===== src/rtl/vpt_pkg.sv =====
// ----------------------------------------------------------------------------
// vpt_pkg
// Shared types, constants and register indexes of the velocity pad trigger.
// ----------------------------------------------------------------------------
package vpt_pkg;

  localparam int PAD_TOTAL_DEF = 8;

  // event queue between sample classification and note building
  localparam int Q_DEPTH = 4;
  localparam int Q_PTR_W = $clog2(Q_DEPTH);
  localparam int Q_CNT_W = $clog2(Q_DEPTH + 1);

  localparam int CFG_IDX_W  = 3;
  localparam int CFG_DATA_W = 16;

  localparam logic [CFG_IDX_W-1:0] CFG_ON_TH     = 3'd0;
  localparam logic [CFG_IDX_W-1:0] CFG_OFF_TH    = 3'd1;
  localparam logic [CFG_IDX_W-1:0] CFG_WINDOW    = 3'd2;
  localparam logic [CFG_IDX_W-1:0] CFG_VEL_MIN   = 3'd3;
  localparam logic [CFG_IDX_W-1:0] CFG_VEL_MAX   = 3'd4;
  localparam logic [CFG_IDX_W-1:0] CFG_NOTE_BASE = 3'd5;
  localparam logic [CFG_IDX_W-1:0] CFG_CHANNEL   = 3'd6;

  localparam logic [9:0] FULL_SCALE   = 10'd1023;
  localparam logic [6:0] OFF_VELOCITY = 7'd64;
  localparam logic [6:0] NOTE_MAX     = 7'd127;

  localparam logic EV_OFF = 1'b0;
  localparam logic EV_ON  = 1'b1;

  // divider steps: the quotient never exceeds seven bits
  localparam int DIV_STEPS = 7;
  localparam int STEP_W    = $clog2(DIV_STEPS);

  typedef struct packed {
    logic [2:0]  pad_index;
    logic [9:0]  level;
    logic [31:0] time_ms;
  } vpt_in_t;

  typedef struct packed {
    logic       event_kind;
    logic [3:0] channel_out;
    logic [6:0] note_number;
    logic [6:0] velocity;
    logic [2:0] source_pad;
  } vpt_out_t;

  typedef struct packed {
    logic [9:0]  on_th;
    logic [9:0]  off_th;
    logic [15:0] window;
    logic [6:0]  vel_min;
    logic [6:0]  vel_max;
    logic [6:0]  note_base;
    logic [3:0]  channel;
  } vpt_cfg_t;

  typedef struct packed {
    logic       kind;
    logic [2:0] pad;
    logic [9:0] peak;
  } vpt_evt_t;

  typedef struct packed {
    logic full;
    logic empty;
  } vpt_qstat_t;

  typedef enum logic [1:0] {
    PH_IDLE,
    PH_DETECT,
    PH_ACTIVE
  } vpt_phase_t;

  typedef enum logic {
    F_IDLE,
    F_EXEC
  } vpt_fstate_t;

  typedef enum logic [1:0] {
    B_IDLE,
    B_MUL,
    B_DIV,
    B_OUT
  } vpt_bstate_t;

endpackage


===== src/rtl/vpt_queue.sv =====
// ----------------------------------------------------------------------------
// vpt_queue
// Small event queue that decouples sample classification from note building.
// ----------------------------------------------------------------------------
module vpt_queue (
  input  logic               clk,
  input  logic               rst_n,
  input  logic               push,
  input  vpt_pkg::vpt_evt_t  push_evt,
  input  logic               pop,
  output vpt_pkg::vpt_evt_t  head_evt,
  output vpt_pkg::vpt_qstat_t stat
);
  import vpt_pkg::*;

  vpt_evt_t             slot_r [Q_DEPTH];
  logic [Q_PTR_W-1:0]   wr_ptr_r, wr_ptr_nxt;
  logic [Q_PTR_W-1:0]   rd_ptr_r, rd_ptr_nxt;
  logic [Q_CNT_W-1:0]   cnt_r, cnt_nxt;

  always_comb begin
    wr_ptr_nxt = push ? wr_ptr_r + 1'b1 : wr_ptr_r;
    rd_ptr_nxt = pop ? rd_ptr_r + 1'b1 : rd_ptr_r;
    cnt_nxt    = cnt_r;
    if (push && !pop) begin
      cnt_nxt = cnt_r + 1'b1;
    end else if (pop && !push) begin
      cnt_nxt = cnt_r - 1'b1;
    end
  end

  always_ff @(posedge clk) begin
    if (!rst_n) begin
      wr_ptr_r <= '0;
      rd_ptr_r <= '0;
      cnt_r    <= '0;
    end else begin
      wr_ptr_r <= wr_ptr_nxt;
      rd_ptr_r <= rd_ptr_nxt;
      cnt_r    <= cnt_nxt;
    end
  end

  always_ff @(posedge clk) begin
    if (push) begin
      slot_r[wr_ptr_r] <= push_evt;
    end
  end

  assign head_evt   = slot_r[rd_ptr_r];
  assign stat.full  = (cnt_r == Q_CNT_W'(Q_DEPTH));
  assign stat.empty = (cnt_r == '0);

  a_cnt_bound: assert property (@(posedge clk) disable iff (!rst_n)
    cnt_r <= Q_CNT_W'(Q_DEPTH))
    else $error("queue count beyond depth");

  a_no_underflow: assert property (@(posedge clk) disable iff (!rst_n)
    pop |-> cnt_r != '0)
    else $error("pop from empty queue");

endmodule


===== src/rtl/vpt_front.sv =====
// ----------------------------------------------------------------------------
// vpt_front
// Accepts pad samples, runs each pad's phase machine and queues note events.
// ----------------------------------------------------------------------------
module vpt_front #(
  parameter int PAD_TOTAL = vpt_pkg::PAD_TOTAL_DEF
) (
  input  logic                clk,
  input  logic                rst_n,
  input  vpt_pkg::vpt_cfg_t   cfg,
  input  logic                in_valid,
  output logic                in_stall,
  input  vpt_pkg::vpt_in_t    in_data,
  output logic                push,
  output vpt_pkg::vpt_evt_t   push_evt,
  input  vpt_pkg::vpt_qstat_t qstat
);
  import vpt_pkg::*;

  localparam int IDX_W = (PAD_TOTAL > 1) ? $clog2(PAD_TOTAL) : 1;
  localparam int EXT_W = 7;

  vpt_fstate_t      fstate_r, fstate_nxt;
  vpt_phase_t       phase_r [PAD_TOTAL];
  logic [9:0]       peak_mem [PAD_TOTAL];
  logic [31:0]      arm_mem [PAD_TOTAL];

  vpt_in_t          item_r;
  logic [9:0]       peak_rd_r;
  logic [31:0]      arm_rd_r;

  logic [EXT_W-1:0] in_pad_ext, item_pad_ext;
  logic [IDX_W-1:0] in_idx, item_idx;
  logic             accept, commit, pad_ok;
  logic             need_push, peak_we, arm_we, phase_we;
  logic [9:0]       peak_new, peak_wd;
  logic [31:0]      elapsed;
  vpt_phase_t       cur_phase, phase_wd;

  assign in_pad_ext   = {4'b0, in_data.pad_index};
  assign item_pad_ext = {4'b0, item_r.pad_index};
  assign in_idx       = in_pad_ext[IDX_W-1:0];
  assign item_idx     = item_pad_ext[IDX_W-1:0];
  assign pad_ok       = (item_pad_ext < EXT_W'(PAD_TOTAL));
  assign cur_phase    = phase_r[item_idx];
  assign elapsed      = item_r.time_ms - arm_rd_r;
  assign peak_new     = (item_r.level > peak_rd_r) ? item_r.level : peak_rd_r;

  // per-pad phase decision on the sample held in item_r
  always_comb begin
    need_push     = 1'b0;
    peak_we       = 1'b0;
    arm_we        = 1'b0;
    phase_we      = 1'b0;
    peak_wd       = peak_new;
    phase_wd      = cur_phase;
    push_evt.kind = EV_OFF;
    push_evt.pad  = item_r.pad_index;
    push_evt.peak = peak_new;
    if (pad_ok) begin
      case (cur_phase)
        PH_DETECT: begin
          peak_we = 1'b1;
          if (elapsed >= {16'd0, cfg.window}) begin
            need_push     = 1'b1;
            push_evt.kind = EV_ON;
            phase_we      = 1'b1;
            phase_wd      = PH_ACTIVE;
          end
        end
        PH_ACTIVE: begin
          if (item_r.level < cfg.off_th) begin
            need_push = 1'b1;
            phase_we  = 1'b1;
            phase_wd  = PH_IDLE;
          end
        end
        default: begin
          if (item_r.level >= cfg.on_th) begin
            peak_we  = 1'b1;
            peak_wd  = item_r.level;
            arm_we   = 1'b1;
            phase_we = 1'b1;
            phase_wd = PH_DETECT;
          end
        end
      endcase
    end
  end

  always_comb begin
    fstate_nxt = fstate_r;
    accept     = 1'b0;
    commit     = 1'b0;
    in_stall   = 1'b1;
    case (fstate_r)
      F_IDLE: begin
        in_stall = 1'b0;
        if (in_valid) begin
          accept     = 1'b1;
          fstate_nxt = F_EXEC;
        end
      end
      F_EXEC: begin
        // hold the sample until the queue can take its event
        if (!(need_push && qstat.full)) begin
          commit     = 1'b1;
          fstate_nxt = F_IDLE;
        end
      end
      default: fstate_nxt = F_IDLE;
    endcase
  end

  assign push = commit && need_push;

  always_ff @(posedge clk) begin
    if (!rst_n) begin
      fstate_r <= F_IDLE;
    end else begin
      fstate_r <= fstate_nxt;
    end
  end

  always_ff @(posedge clk) begin
    if (!rst_n) begin
      for (int i = 0; i < PAD_TOTAL; i++) begin
        phase_r[i] <= PH_IDLE;
      end
    end else if (commit && phase_we) begin
      phase_r[item_idx] <= phase_wd;
    end
  end

  always_ff @(posedge clk) begin
    if (accept) begin
      item_r    <= in_data;
      peak_rd_r <= peak_mem[in_idx];
      arm_rd_r  <= arm_mem[in_idx];
    end
    if (commit && peak_we) begin
      peak_mem[item_idx] <= peak_wd;
    end
    if (commit && arm_we) begin
      arm_mem[item_idx] <= item_r.time_ms;
    end
  end

  a_push_room: assert property (@(posedge clk) disable iff (!rst_n)
    push |-> !qstat.full)
    else $error("event pushed into full queue");

endmodule


===== src/rtl/vpt_back.sv =====
// ----------------------------------------------------------------------------
// vpt_back
// Turns queued events into note words: velocity map with a serial divider.
// ----------------------------------------------------------------------------
module vpt_back (
  input  logic                clk,
  input  logic                rst_n,
  input  vpt_pkg::vpt_cfg_t   cfg,
  input  vpt_pkg::vpt_evt_t   head_evt,
  input  vpt_pkg::vpt_qstat_t qstat,
  output logic                pop,
  output logic                out_valid,
  input  logic                out_stall,
  output vpt_pkg::vpt_out_t   out_data
);
  import vpt_pkg::*;

  vpt_bstate_t       bstate_r, bstate_nxt;
  vpt_evt_t          evt_r;
  logic [16:0]       rem_r;
  logic [16:0]       dsh_r;
  logic [6:0]        quo_r;
  logic [STEP_W-1:0] step_r;
  logic              neg_r;
  logic              full_r;
  logic              out_valid_r;
  vpt_out_t          out_r;

  logic              mul_go, div_go, load;
  logic [9:0]        clamped, delta, span_in;
  logic [7:0]        span_out;
  logic [6:0]        span_mag;
  logic [16:0]       prod;
  logic [7:0]        vel_sum;
  logic [6:0]        vel_on, vel;
  logic [7:0]        note_sum;
  logic [6:0]        note;

  assign clamped  = (evt_r.peak < cfg.on_th) ? cfg.on_th : evt_r.peak;
  assign delta    = clamped - cfg.on_th;
  assign span_in  = FULL_SCALE - cfg.on_th;
  assign span_out = {1'b0, cfg.vel_max} - {1'b0, cfg.vel_min};
  assign span_mag = span_out[7] ? 7'(-span_out) : span_out[6:0];
  assign prod     = {7'b0, delta} * {10'b0, span_mag};

  // truncation toward zero: divide magnitudes, apply the sign afterwards
  assign vel_sum = neg_r ? ({1'b0, cfg.vel_min} - {1'b0, quo_r})
                         : ({1'b0, cfg.vel_min} + {1'b0, quo_r});
  always_comb begin
    vel_on = full_r ? cfg.vel_max : vel_sum[6:0];
    if (vel_on == '0) begin
      vel_on = 7'd1;
    end
    vel = (evt_r.kind == EV_ON) ? vel_on : OFF_VELOCITY;
  end

  assign note_sum = {1'b0, cfg.note_base} + {5'b0, evt_r.pad};
  assign note     = note_sum[7] ? NOTE_MAX : note_sum[6:0];

  always_comb begin
    bstate_nxt = bstate_r;
    pop        = 1'b0;
    mul_go     = 1'b0;
    div_go     = 1'b0;
    load       = 1'b0;
    case (bstate_r)
      B_IDLE: begin
        if (!qstat.empty) begin
          pop        = 1'b1;
          bstate_nxt = (head_evt.kind == EV_ON) ? B_MUL : B_OUT;
        end
      end
      B_MUL: begin
        mul_go     = 1'b1;
        bstate_nxt = B_DIV;
      end
      B_DIV: begin
        div_go = 1'b1;
        if (step_r == '0) begin
          bstate_nxt = B_OUT;
        end
      end
      B_OUT: begin
        if (!out_valid_r || !out_stall) begin
          load       = 1'b1;
          bstate_nxt = B_IDLE;
        end
      end
      default: bstate_nxt = B_IDLE;
    endcase
  end

  always_ff @(posedge clk) begin
    if (!rst_n) begin
      bstate_r    <= B_IDLE;
      out_valid_r <= 1'b0;
    end else begin
      bstate_r <= bstate_nxt;
      if (load) begin
        out_valid_r <= 1'b1;
      end else if (!out_stall) begin
        out_valid_r <= 1'b0;
      end
    end
  end

  always_ff @(posedge clk) begin
    if (pop) begin
      evt_r <= head_evt;
    end
    if (mul_go) begin
      rem_r  <= prod;
      dsh_r  <= {1'b0, span_in, 6'b0};
      quo_r  <= '0;
      step_r <= STEP_W'(DIV_STEPS - 1);
      neg_r  <= span_out[7];
      full_r <= (cfg.on_th == FULL_SCALE);
    end
    if (div_go) begin
      if (rem_r >= dsh_r) begin
        rem_r <= rem_r - dsh_r;
        quo_r <= {quo_r[5:0], 1'b1};
      end else begin
        quo_r <= {quo_r[5:0], 1'b0};
      end
      dsh_r  <= {1'b0, dsh_r[16:1]};
      step_r <= step_r - 1'b1;
    end
    if (load) begin
      out_r.event_kind  <= evt_r.kind;
      out_r.channel_out <= cfg.channel;
      out_r.note_number <= note;
      out_r.velocity    <= vel;
      out_r.source_pad  <= evt_r.pad;
    end
  end

  assign out_valid = out_valid_r;
  assign out_data  = out_r;

  a_vel_nonzero: assert property (@(posedge clk) disable iff (!rst_n)
    load && evt_r.kind == EV_ON |=> out_r.velocity != '0)
    else $error("note-on with zero velocity");

  a_div_len: assert property (@(posedge clk) disable iff (!rst_n)
    bstate_r == B_MUL |-> ##(DIV_STEPS + 1) bstate_r == B_OUT)
    else $error("divider step count off");

endmodule


===== src/rtl/velocity_pad_trigger_top.sv =====
// ----------------------------------------------------------------------------
// velocity_pad_trigger_top
// Velocity sensitive drum pad trigger: pad samples in, note words out.
// ----------------------------------------------------------------------------
// Usage:
//   in_*  : one pad sample per word (pad index, 10-bit level, ms timestamp).
//           A word is taken when in_valid is high and in_stall is low.
//   out_* : note-on / note-off words, taken when out_valid and !out_stall.
//   cfg_* : register writes by index, cfg_ready is always high; write only
//           while no sample is in flight.
// Timing:
//   a sample occupies the classifier for a pad state read, then an update
//   that waits while the queue is full and an event is due; no new sample is
//   taken before that update. The note builder handles a note-off as pop, load
//   and a note-on as pop, multiply, 7-step restoring divide, load, and pops no new event before that load.
// Stall:
//   a stalled result holds in the output register; the four-entry event
//   queue keeps samples flowing until it fills, then in_stall rises.
// Reset:
//   synchronous, rst_n low: registers return to their defaults, all pads go
//   idle, queue and output empty. Pad peak and arm time need no clearing.
// ----------------------------------------------------------------------------
module velocity_pad_trigger_top #(
  parameter int PAD_TOTAL = vpt_pkg::PAD_TOTAL_DEF
) (
  input  logic                              clk,
  input  logic                              rst_n,
  input  logic                              in_valid,
  output logic                              in_stall,
  input  vpt_pkg::vpt_in_t                  in_data,
  output logic                              out_valid,
  input  logic                              out_stall,
  output vpt_pkg::vpt_out_t                 out_data,
  input  logic                              cfg_valid,
  output logic                              cfg_ready,
  input  logic [vpt_pkg::CFG_IDX_W-1:0]     cfg_index,
  input  logic [vpt_pkg::CFG_DATA_W-1:0]    cfg_data
);
  import vpt_pkg::*;

  vpt_cfg_t   cfg_r;
  vpt_evt_t   push_evt, head_evt;
  vpt_qstat_t qstat;
  logic       push, pop;

  assign cfg_ready = 1'b1;

  always_ff @(posedge clk) begin
    if (!rst_n) begin
      cfg_r.on_th     <= 10'd100;
      cfg_r.off_th    <= 10'd60;
      cfg_r.window    <= 16'd5;
      cfg_r.vel_min   <= 7'd1;
      cfg_r.vel_max   <= 7'd127;
      cfg_r.note_base <= 7'd36;
      cfg_r.channel   <= 4'd9;
    end else if (cfg_valid && cfg_ready) begin
      case (cfg_index)
        CFG_ON_TH:     cfg_r.on_th     <= cfg_data[9:0];
        CFG_OFF_TH:    cfg_r.off_th    <= cfg_data[9:0];
        CFG_WINDOW:    cfg_r.window    <= cfg_data;
        CFG_VEL_MIN:   cfg_r.vel_min   <= cfg_data[6:0];
        CFG_VEL_MAX:   cfg_r.vel_max   <= cfg_data[6:0];
        CFG_NOTE_BASE: cfg_r.note_base <= cfg_data[6:0];
        CFG_CHANNEL:   cfg_r.channel   <= cfg_data[3:0];
        default: ;
      endcase
    end
  end

  vpt_front #(
    .PAD_TOTAL (PAD_TOTAL)
  ) u_front (
    .clk      (clk),
    .rst_n    (rst_n),
    .cfg      (cfg_r),
    .in_valid (in_valid),
    .in_stall (in_stall),
    .in_data  (in_data),
    .push     (push),
    .push_evt (push_evt),
    .qstat    (qstat)
  );

  vpt_queue u_queue (
    .clk      (clk),
    .rst_n    (rst_n),
    .push     (push),
    .push_evt (push_evt),
    .pop      (pop),
    .head_evt (head_evt),
    .stat     (qstat)
  );

  vpt_back u_back (
    .clk       (clk),
    .rst_n     (rst_n),
    .cfg       (cfg_r),
    .head_evt  (head_evt),
    .qstat     (qstat),
    .pop       (pop),
    .out_valid (out_valid),
    .out_stall (out_stall),
    .out_data  (out_data)
  );

endmodule


===== config.mk =====
export PLATFORM = sky130hd
export DESIGN_NAME = velocity_pad_trigger_top
export DESIGN_NICKNAME = d
export VERILOG_FILES = /design/src/rtl/vpt_pkg.sv /design/src/rtl/vpt_queue.sv /design/src/rtl/vpt_front.sv /design/src/rtl/vpt_back.sv /design/src/rtl/velocity_pad_trigger_top.sv
export SDC_FILE = /design/constraint.sdc
export NUM_CORES = 1
export LEC_CHECK = 0
export BUFFER_PORTS_ARGS = -buffer_cell sky130_fd_sc_hd__buf_4
export CAP_MARGIN = 15
export CORE_MARGIN = 3
export CORE_UTILIZATION = 59
export CTS_BUF_LIST = sky130_fd_sc_hd__clkbuf_8
export DETAILED_ROUTE_END_ITERATION = 7
export PLACE_DENSITY = 0.79
export SLEW_MARGIN = 20
export SYNTH_ARGS = -nofsm -noshare
export SYNTH_HDL_FRONTEND = slang
export SYNTH_HIERARCHICAL = 1
export SYNTH_SLANG_ARGS = --single-unit

===== constraint.sdc =====
create_clock -name clk -period 7.7 [get_ports clk]
set_clock_uncertainty 0.15 [all_clocks]
set_input_delay 0.385 -clock clk [delete_from_list [all_inputs] [get_ports clk]]
set_output_delay 0.385 -clock clk [all_outputs]
set_load 0.05 [all_outputs]

[After elaboration in Yosys (flattened, before gate mapping)]
Memories as Yosys holds them, arrays and structs flattened. A register that Yosys moved wholly into a read port is not among the register bits.
Index checks and enable logic that the tools add are counted.
Word-level totals
  RAM bits: 408
  bits in registers: 198
  input bits: 69
  output and inout bits: 25
  memories: 4
  logic and storage cells: 182
Cells by class
  bitwise gates (word level): 2
  $lt $le $gt $ge: 7
  reductions and logical operators: 30
  multipliers: 1
  add/sub/neg operators: 14
  equal/unequal tests: 17
  muxes and demuxes: 75
Memory list
  u_front.arm_mem: depth 8, bits a word 32, rd ports 1, clocked after memory_dff 1, write ports 1, RTL line vpt_front.sv:26  | logic [31:0] arm_mem [PAD_TOTAL];
  u_front.peak_mem: depth 8, bits a word 10, rd ports 1, clocked after memory_dff 1, write ports 1, RTL line vpt_front.sv:25  | logic [9:0] peak_mem [PAD_TOTAL];
  u_queue.slot_r: depth 4, bits a word 14, rd ports 1, clocked after memory_dff 1, write ports 1, RTL line vpt_queue.sv:16  | vpt_evt_t slot_r [Q_DEPTH];
  u_front.phase_r: depth 8, bits a word 2, rd ports 1, clocked after memory_dff 1, write ports 8, RTL line vpt_front.sv:24  | vpt_phase_t phase_r [PAD_TOTAL];
Operators by type and width (number)
  $mux W17: 3
  $mux W10: 5
  $mux W7: 6
  $mux W1: 36
  $ge A32 B16 Y1: 1
  $sub A32 B32 Y32: 1
  $mux W2: 11
  $lt A10 B10 Y1: 2
  $mux W3: 6
  $ge A17 B16 Y1: 1
  $mul A10 B7 Y17: 1
  $sub A17 B16 Y17: 1
  $mux W16: 1
  $mux W15: 1
  $reduce_and A2 Y1: 7
  $eq A3 B3 Y1 const B: 4
  $eq A10 B10 Y1 const B: 1
  $ge A10 B10 Y1: 1
  $gt A10 B10 Y1: 1
  $sub A10 B10 Y10: 1
  $sub A10 B10 Y10 const A: 1
  $logic_not A3 Y1: 3
  $add A7 B3 Y8: 1
  $pmux W1 S2: 4
  other kinds (25): 46

[Depth between registers and ports, before layout]
Gate-level depths: netlist of the first run.
  depth after elaboration: 14
  mapped depth: 32
  depth with buffers taken out: 32

[By module]
The synthesis of the first run kept the hierarchy.
By module, submodules not included
  vpt_front: times used 1, sequential area each 13262.7 um2, cells an instance 1211, area an instance 20009.2 um2
  vpt_back: times used 1, sequential area each 2322.2 um2, cells an instance 815, area an instance 8006.4 um2
  vpt_queue: times used 1, sequential area each 1861.8 um2, cells an instance 116, area an instance 2493.6 um2
  velocity_pad_trigger_top: times used 1, sequential area each 1221.2 um2, cells an instance 236, area an instance 2414.8 um2

[Least setup slack after synthesis of the first run]
Ideal clock, no wire load.
  kind: reg-to-reg
  start: reg cfg_r[52] (netlist bit)
  end: reg u_back.rem_r[16]
  required time: 7.459 ns
  setup time: 0.091 ns
  stages on the path, launching flop included: 30
  period minus slack after synthesis: 7.508 ns
  buffers on the path: 0
  slack: 0.192 ns
  arrival: 7.267 ns
  path through: dfxtp_1 > inv_1 > ha_1 > a21o_1 > a211oi_1 > o31ai_1 > a21oi_2 > mux2_2 > ha_1 > nor2b_1 > o21ai_0 > a21boi_0 > o21ai_0 > nand2b_1 > xnor2_1 > nor2_1 > fa_1 > fa_1 > fa_1 > inv_1 > fa_1 > inv_1 > ha_1 > and3_4 > a221oi_2 > o21ai_2 > a221o_1 > a21oi_1 > xnor2_1 > a311oi_1
On the way
  longest elaborated chain between the ends: 7
Ends and longest elaborated chain
  start, declared: RTL line velocity_pad_trigger_top.sv:41  | vpt_cfg_t cfg_r;
  $lt A10 B10 Y1: RTL line vpt_back.sv:39  | assign clamped = (evt_r.peak < cfg.on_th) ? cfg.on_th : evt_r.peak;
  $mux W10: RTL line vpt_back.sv:39
  $sub A10 B10 Y10 *: RTL line vpt_back.sv:40  | assign delta = clamped - cfg.on_th;
  $mul A10 B7 Y17 *: RTL line vpt_back.sv:44  | assign prod = {7'b0, delta} * {10'b0, span_mag};
  $mux W17 *: RTL line vpt_back.sv:111  | if (mul_go) begin
  $mux W17: RTL line vpt_back.sv:120  | if (rem_r >= dsh_r) begin
  $mux W17 *: RTL line vpt_back.sv:119  | if (div_go) begin
  end signal, assigned: RTL line vpt_back.sv:112  | rem_r <= prod;
  end signal, assigned: RTL line vpt_back.sv:121  | rem_r <= rem_r - dsh_r;
  end, declared: RTL line vpt_back.sv:20  | logic [16:0] rem_r;
Every way passes the cells marked *; elsewhere a longest branch is shown, timed or not.
A chain may end at the register's enable or synchronous reset.

[Worst setup path after layout of the first run]
  start: reg u_back/evt_r[1] (netlist bit)
  end: reg u_back.rem_r[16]
On the way
  longest elaborated chain between the ends: 7
Ends and longest elaborated chain
  start, declared: RTL line vpt_back.sv:19  | vpt_evt_t evt_r;
  start signal, assigned: RTL line vpt_back.sv:109  | evt_r <= head_evt;
  $lt A10 B10 Y1: RTL line vpt_back.sv:39
  $mux W10 *: RTL line vpt_back.sv:39
  $sub A10 B10 Y10 *: RTL line vpt_back.sv:40
  $mul A10 B7 Y17 *: RTL line vpt_back.sv:44
  $mux W17 *: RTL line vpt_back.sv:111
  $mux W17: RTL line vpt_back.sv:120
  $mux W17 *: RTL line vpt_back.sv:119
Marked as above.

==> results of run 1 <==
## kinds of logic (layout without fill, tap and decap cells)
kind of cell	Yosys count	in the layout	share of synthesized area, %
fa+ha+maj	223	223	9.52
simple gates	551	551	8.62
other cells	1	1	0.0114
xor+xnor	73	73	2.09
buf+inv	265	577	3.44
flops	653	653	56.7
mux	261	261	12.1
compound gates	351	351	7.49
## layout by cell type, fill, tap and decap left out, types with 22 or more instances in the layout
cell,n
nand3_1,28
xnor2_1,43
mux4_2,98
edfxtp_1,559
inv_1,220
and2_1,27
nor2b_1,49
o21a_1,29
mux2_2,72
nand4_1,22
clkbuf_8,105
a21o_1,29
mux2i_1,85
a21oi_1,87
dlygate4sd3_1,63
fa_1,44
xor2_1,23
nand2_1,148
dfxtp_1,93
ha_1,166
buf_4,141
o21ai_0,46
nor3_1,28
nor2_1,120
## worst max-delay path, delay by kind of cell (launching register included)
| kind | cells | cell delay [ns] |
|---|---|---|
| flip-flops | 1 | 0.42 |
| adder cells (fa/ha/maj) | 7 | 2.76 |
| multiplexers | 1 | 0.31 |
| XOR/XNOR | 2 | 0.34 |
| AND/OR/NAND/NOR | 3 | 0.27 |
| buffers and inverters | 4 | 0.43 |
| AO/OA/AOI/OAI | 13 | 2.71 |
## per-layer routing
metal,vias to the layer above,global-route usage [%],wire [um],part of all wire (%)
met3,145,4.00,4370,5.9
met2,724,44.3,37600,50
met5,-,0,13,0.017
met1,10142,32.7,30400,41
met4,2,8.31,2090,2.8
li1,9393,-,-,-
## metrics by stage
| step | utilization [%] | area, sq um | setup slack (ns) | setup TNS (ns) | hold WS (ns) |
|---|---|---|---|---|---|
| after floorplan | - | 32900 | 0.192 | 0 | 0.258 |
| after CTS | 67.9 | 37000 | 0.0203 | 0 | 0.000703 |
| final | 68.4 | 37300 | 0.210 | 0 | 0.0539 |
| after detailed placement | 63.1 | 34400 | -0.0727 | -0.0727 | 0.275 |
| after global placement | 63.1 | 34400 | 0.0829 | 0 | 0.265 |
| after global routing | 68.4 | 37300 | -0.0696 | -0.0696 | 0.0361 |
## sequential cells by signal, indices dropped and copies added, names as in the netlist, named ones only
name and count:
u_back/out_data 22, u_front/fstate_r 1, u_queue/rd_ptr_r 2, u_front/peak_mem 80, u_front/item_idx 3, u_back/out_valid 1, u_back/neg_r 1, u_back/dsh_r 16
u_back/bstate_r 2, u_queue/cnt_r 3, cfg_r 61, u_queue/slot_r 56, u_front/arm_mem 256, u_back/quo_r 7, u_back/evt_r 14, u_front/arm_rd_r 32
u_queue/wr_ptr_r 2, u_front/item_r 42, u_front/phase_r 16, u_back/rem_r 17, u_back/step_r 3, u_front/peak_rd_r 10, u_back/full_r 1
## repair_timing
item	in CTS	in global routing
hold buffers	63	0
pin swaps	2	44
setup endpoints to repair	1	9
buffers inserted	1	14
gates resized for setup	3	45
endpoints found under the hold margin	100	0
## worst paths after layout
kind	from	endpoint	slack [ns]	depth (start not counted)
setup / recovery	u_back/evt_r[1]	u_back/rem_r[16]	0.21	30
hold / removal	cfg_index[2]	cfg_r[14]	0.05	3
setup reg to reg	u_back/evt_r[1]	u_back/rem_r[16]	0.21	30
hold reg to reg	cfg_r[2]	u_back/out_data[19]	0.29	0
## area by class of cell
cell class                 instances  area, sq um
inverter                         188          711
tap                              739          925
clock buffer                     105         1450
fill                            3724        17300
timing repair buffer             205         1700
clock inverter                    79          498
sequential                       653        18700
multi-input combinational       1460        13400
==> qor.yml, run 1 <==
outcome: "completed"
min_period_ns: 7.49
worstSetupPathType: "reg -> reg"
synth_seq_cells: 653
dr.first_iter.drc_count: 1644
yosysTopAreaCell: "edfxtp_1"
worstPathArrival_ns: 7.94
drtPass1Iterations: 5
ys_seq_area_share_pct: 56.7
synth_edf_count: 559
maxSlewViolCount: 0
yosysWarnings: 6
grt_max_degree: 66
holdCritPathClass: "in -> reg"
hpwl_mm: 49.4
place_congestion: 0.918
cpPeakStageDelay_ns: 0.55
finalHoldViolCount: 0
cpMaxStageDelayCell: "fa_1"
clk-insertion-delay-late_ns: 0.71
cap_violations: 0
grt_pass1_vias: 21117
async_flop_share_pct: 0
core_sq_mm: 0.0546
cts_sinks: 653
vias: 20406
synth_nets: 2670
worst_pin_slew_ns: 1.12
syn_inst: 2378
cp-end-kind: "flip-flop"
fmax_mhz: 134
slew-limit-headroom_pct: 25.5
dieArea_sq_mm: 0.0587
fp.dieW_um: 242
remaining_drc_errors: 0
synthTopCellsByArea: "edfxtp_1 51%, ha_1 6.7%, mux4_2 6.7%"
setup_viol: 0
area_growth_syn_to_layout_pct: 13.3
cts-root-buf: "clkbuf_8"
synth_cell_type_count: 114
fin_cells: 3429
worstPathRequired_ns: 8.15
syn_avg_cell_area_sq_um: 13.8
synth_ff_type: "edfxtp_1"
clk_pin_slew_ns: 0.07
die_y_um: 242
synth_most_common_cell: "edfxtp_1"
synth.cell_area_sq_mm: 0.0329
drive_above_1_share_pct: 20.9
cts-buffers-inserted: 102
fin_nets: 2902
avgViaCountPerCell: 5.95
antenna_left: 0
initial_core_util_pct: 60.3
ioPinCount: 94
io_buffers: 92
wl_per_cell_um: 21.7
drt-total-wl_mm: 74.5
antenna_found_initial: 1
grt_pass1_wl_mm: 116
synth_common_cells: "559 x edfxtp_1, 186 x inv_1, 177 x ha_1, 148 x nand2_1, 128 x nor2_1"
diodes: 0
htree_levels: 3
cts_tree: "done"
period_share_pct: 97.3
dp_cells: 3167
clockBufferDepth: 3
cp_max_fo: 4
track_usage_pct: 25.4
grt-ovfl-total: 0
critPathLaunchType: "flip-flop"
synth_top_area_share_pct: 51.0
rows: 85
Power of run 1 is not shown: default switching activity piles up to over one toggle a cycle in this logic, so the estimate is an artifact.
==> inputs of run 2 (changes only) <==
CORE_MARGIN = 1.5   (was 3)
CORE_UTILIZATION = 65   (was 59)
PLACE_DENSITY = 0.83   (was 0.79)
clock period = 7 ns   (was 7.7 ns; I/O delays follow)
==> run 2 against run 1 <==
- the run now ends with setup timing left
- sequential share of layout area fell by 0.92 points
- first-iteration DRC count rose by 3.7%
- via count rose by 2.8%
- die area fell by 11%
- cell area rose by 1.9%
- cell count barely moved
- critical path type unchanged
- critical endpoint is now u_back/rem_r[14]
- hold slack improved by 0.0051 ns
- non-clock buffer count rose by 59
- worst setup slack got worse by 0.54 ns
- wire length rose by 2.2%
- global-route usage rose by 4.2 points
==> qor.yml, run 2 (same netlist as run 1, synthesis figures left out) <==
outcome: "finished with violations"
violations: "setup timing"
clockBufferDepth: 3  # unchanged
grt-busiest-layer: "met2"
grt_max_degree: 89  # +35%
maxSlewViolCount: 0  # unchanged
cp_max_fo: 5  # +1
slew-limit-headroom_pct: 22.5  # -3.0 points
antenna_left: 0  # unchanged
worstSetupPathType: "reg -> reg"
largest_reg_flops: 256  # unchanged
worstRegToRegCells: 32  # +6.7%
place_congestion: 0.907  # -1.2%
period_share_pct: 105  # +7.4 points
wl_per_cell_um: 22.2  # +2.3%
final_util_pct: 75.9  # +7.6 points
clk_pin_slew_ns: 0.07  # about the same
core_sq_mm: 0.0501  # -8.2%
cap_violations: 0  # unchanged
fp.dieW_um: 228  # -5.8%
hold_start: "cfg_valid"
finalHoldViolCount: 0  # unchanged
initial_core_util_pct: 65.8  # +5.4 points
drtPass1Iterations: 5  # unchanged
ioPinCount: 94  # unchanged
placed_cell_area_sq_mm: 0.0348  # +1.1%
drt-total-wl_mm: 76.2  # +2.2%
remaining_drc_errors: 0  # unchanged
diodes: 0  # unchanged
cts_tree: "done"
worstPathArrival_ns: 7.79  # -0.15 ns
dieArea_sq_mm: 0.0520  # -11%
cp-end-kind: "flip-flop"
area_growth_syn_to_layout_pct: 15.5
grt_pass1_vias: 21729  # +2.9%
drive_above_1_share_pct: 24.1  # +3.1 points
clk-insertion-delay-late_ns: 0.70  # about the same
num-fill-cells: 2961  # -20%
die_y_um: 228  # -5.8%
holdCritPathClass: "in -> reg"
io_buffers: 92  # unchanged
largest_register: "u_front/arm_mem"
grt-ovfl-total: 0  # unchanged
min_period_ns: 7.33  # -0.165 ns
avgViaCountPerCell: 6.12  # +2.9%
rows: 82  # -3.5%
final_cell_mix: "559 x edfxtp_1, 204 x inv_1, 195 x buf_4"
worst_pin_slew_ns: 1.16  # +0.0456 ns
fmax_mhz: 137  # +2.2%
dr.first_iter.drc_count: 1705  # +3.7%
worstPathRequired_ns: 7.47  # -0.68 ns
cpMaxStageDelayCell: "fa_1"
reg2reg_from: "u_back/evt_r[4]"
vias: 20983  # +2.8%
cts-buffers-inserted: 101  # -0.98%
top_regs: "u_front/arm_mem x256, u_front/peak_mem x80, cfg_r x61"
hpwl_mm: 49.3  # about the same
hold_end: "cfg_r[2]"
holdPathStages: 3  # unchanged
grt.met3_usage_pct: 4.15  # +0.15 points
rsz0062_at_grt: "true"
setup_viol: 8  # +8
cts-root-buf: "clkbuf_8"
fin_nets: 2960  # +2.0%
cpPeakStageDelay_ns: 0.58  # +0.03 ns
grt_pass1_wl_mm: 119  # +2.0%
track_usage_pct: 29.5  # +4.2 points
hold_ws_ns: 0.0590  # +0.00508 ns
r2r_slack_ns: -0.33  # -0.54 ns
cts_sinks: 653  # unchanged
antenna_found_initial: 0  # -1
worst_slack_ns: -0.325  # -0.535 ns
htree_levels: 3  # unchanged
stdcell_area_sq_mm: 0.0380  # +1.9%
critPathLaunchType: "flip-flop"
final_common_cell: "edfxtp_1"
worstReg2RegEnd: "u_back/rem_r[14]"
grt_use_met2_pct: 50.5  # +6.3 points
grtUsageMet1_pct: 38.0  # +5.3 points
==> run 2: critical path: cells and delay by family (launching register included) <==
family                     cells  cell delay, ns
muxes                          1            0.34
buffers and inverters          7            0.80
DFF                            1            0.40
adders and majority gates      7            2.83
AOI/OAI and AO/OA             12            2.06
xor gates and xnor gates       2            0.38
and+or+nand+nor                3            0.26
==> run 2: metrics by stage <==
stage	TNS, ns	instances	setup WS [ns]
after floorplan	0	2378	0.0255
after global placement	-0.720	3146	-0.193
after detailed placement	-2.10	3146	-0.367
after CTS	-0.383	3413	-0.163
after global routing	-4.79	3426	-0.653
final	-1.95	3426	-0.325
==> run 2: routing by layer <==
metal | vias up | part of all wire, % | routed length, um
li1 | 9503 | - | -
met1 | 10407 | 39 | 30100
met2 | 886 | 50 | 38200
met3 | 187 | 6.7 | 5080
met4 | 0 | 3.7 | 2830
met5 | - | 0 | 0
==> run 2: cell type report <==
type | count | area, sq um | area share [%]
clock inverters | 82 | 534 | 1.41
well taps | 672 | 841 | 2.21
clock buffers | 107 | 1470 | 3.87
inverters | 188 | 711 | 1.87
repair buffers | 264 | 2160 | 5.68
multi-input cells | 1460 | 13600 | 35.8
flip-flops and latches | 653 | 18700 | 49.1
==> run 2: worst max-delay path by stage <==
stage / cells past startpoint / slack, ns / end / startpoint
after floorplan: 29 / 0.03 / u_back/rem_r[16] / cfg_r[52]
after detailed placement: 29 / -0.37 / u_back/rem_r[16] / u_back/evt_r[5]
after global routing: 31 / -0.65 / u_back/rem_r[16] / u_back/evt_r[7]
after global placement: 29 / -0.19 / u_back/rem_r[16] / u_back/evt_r[5]
final: 32 / -0.33 / u_back/rem_r[14] / u_back/evt_r[4]
after CTS: 31 / -0.16 / u_back/rem_r[16] / u_back/evt_r[4]
==> run 2: what timing repair did <==
item | in CTS | in global routing
pin swaps | 57 | 36
hold endpoints to repair | 107 | 0
gates resized for setup | 33 | 33
hold buffers | 66 | 0
endpoints found under the setup margin | 9 | 13
setup buffers | 12 | 13
Power of run 2 is left out for the same reason.
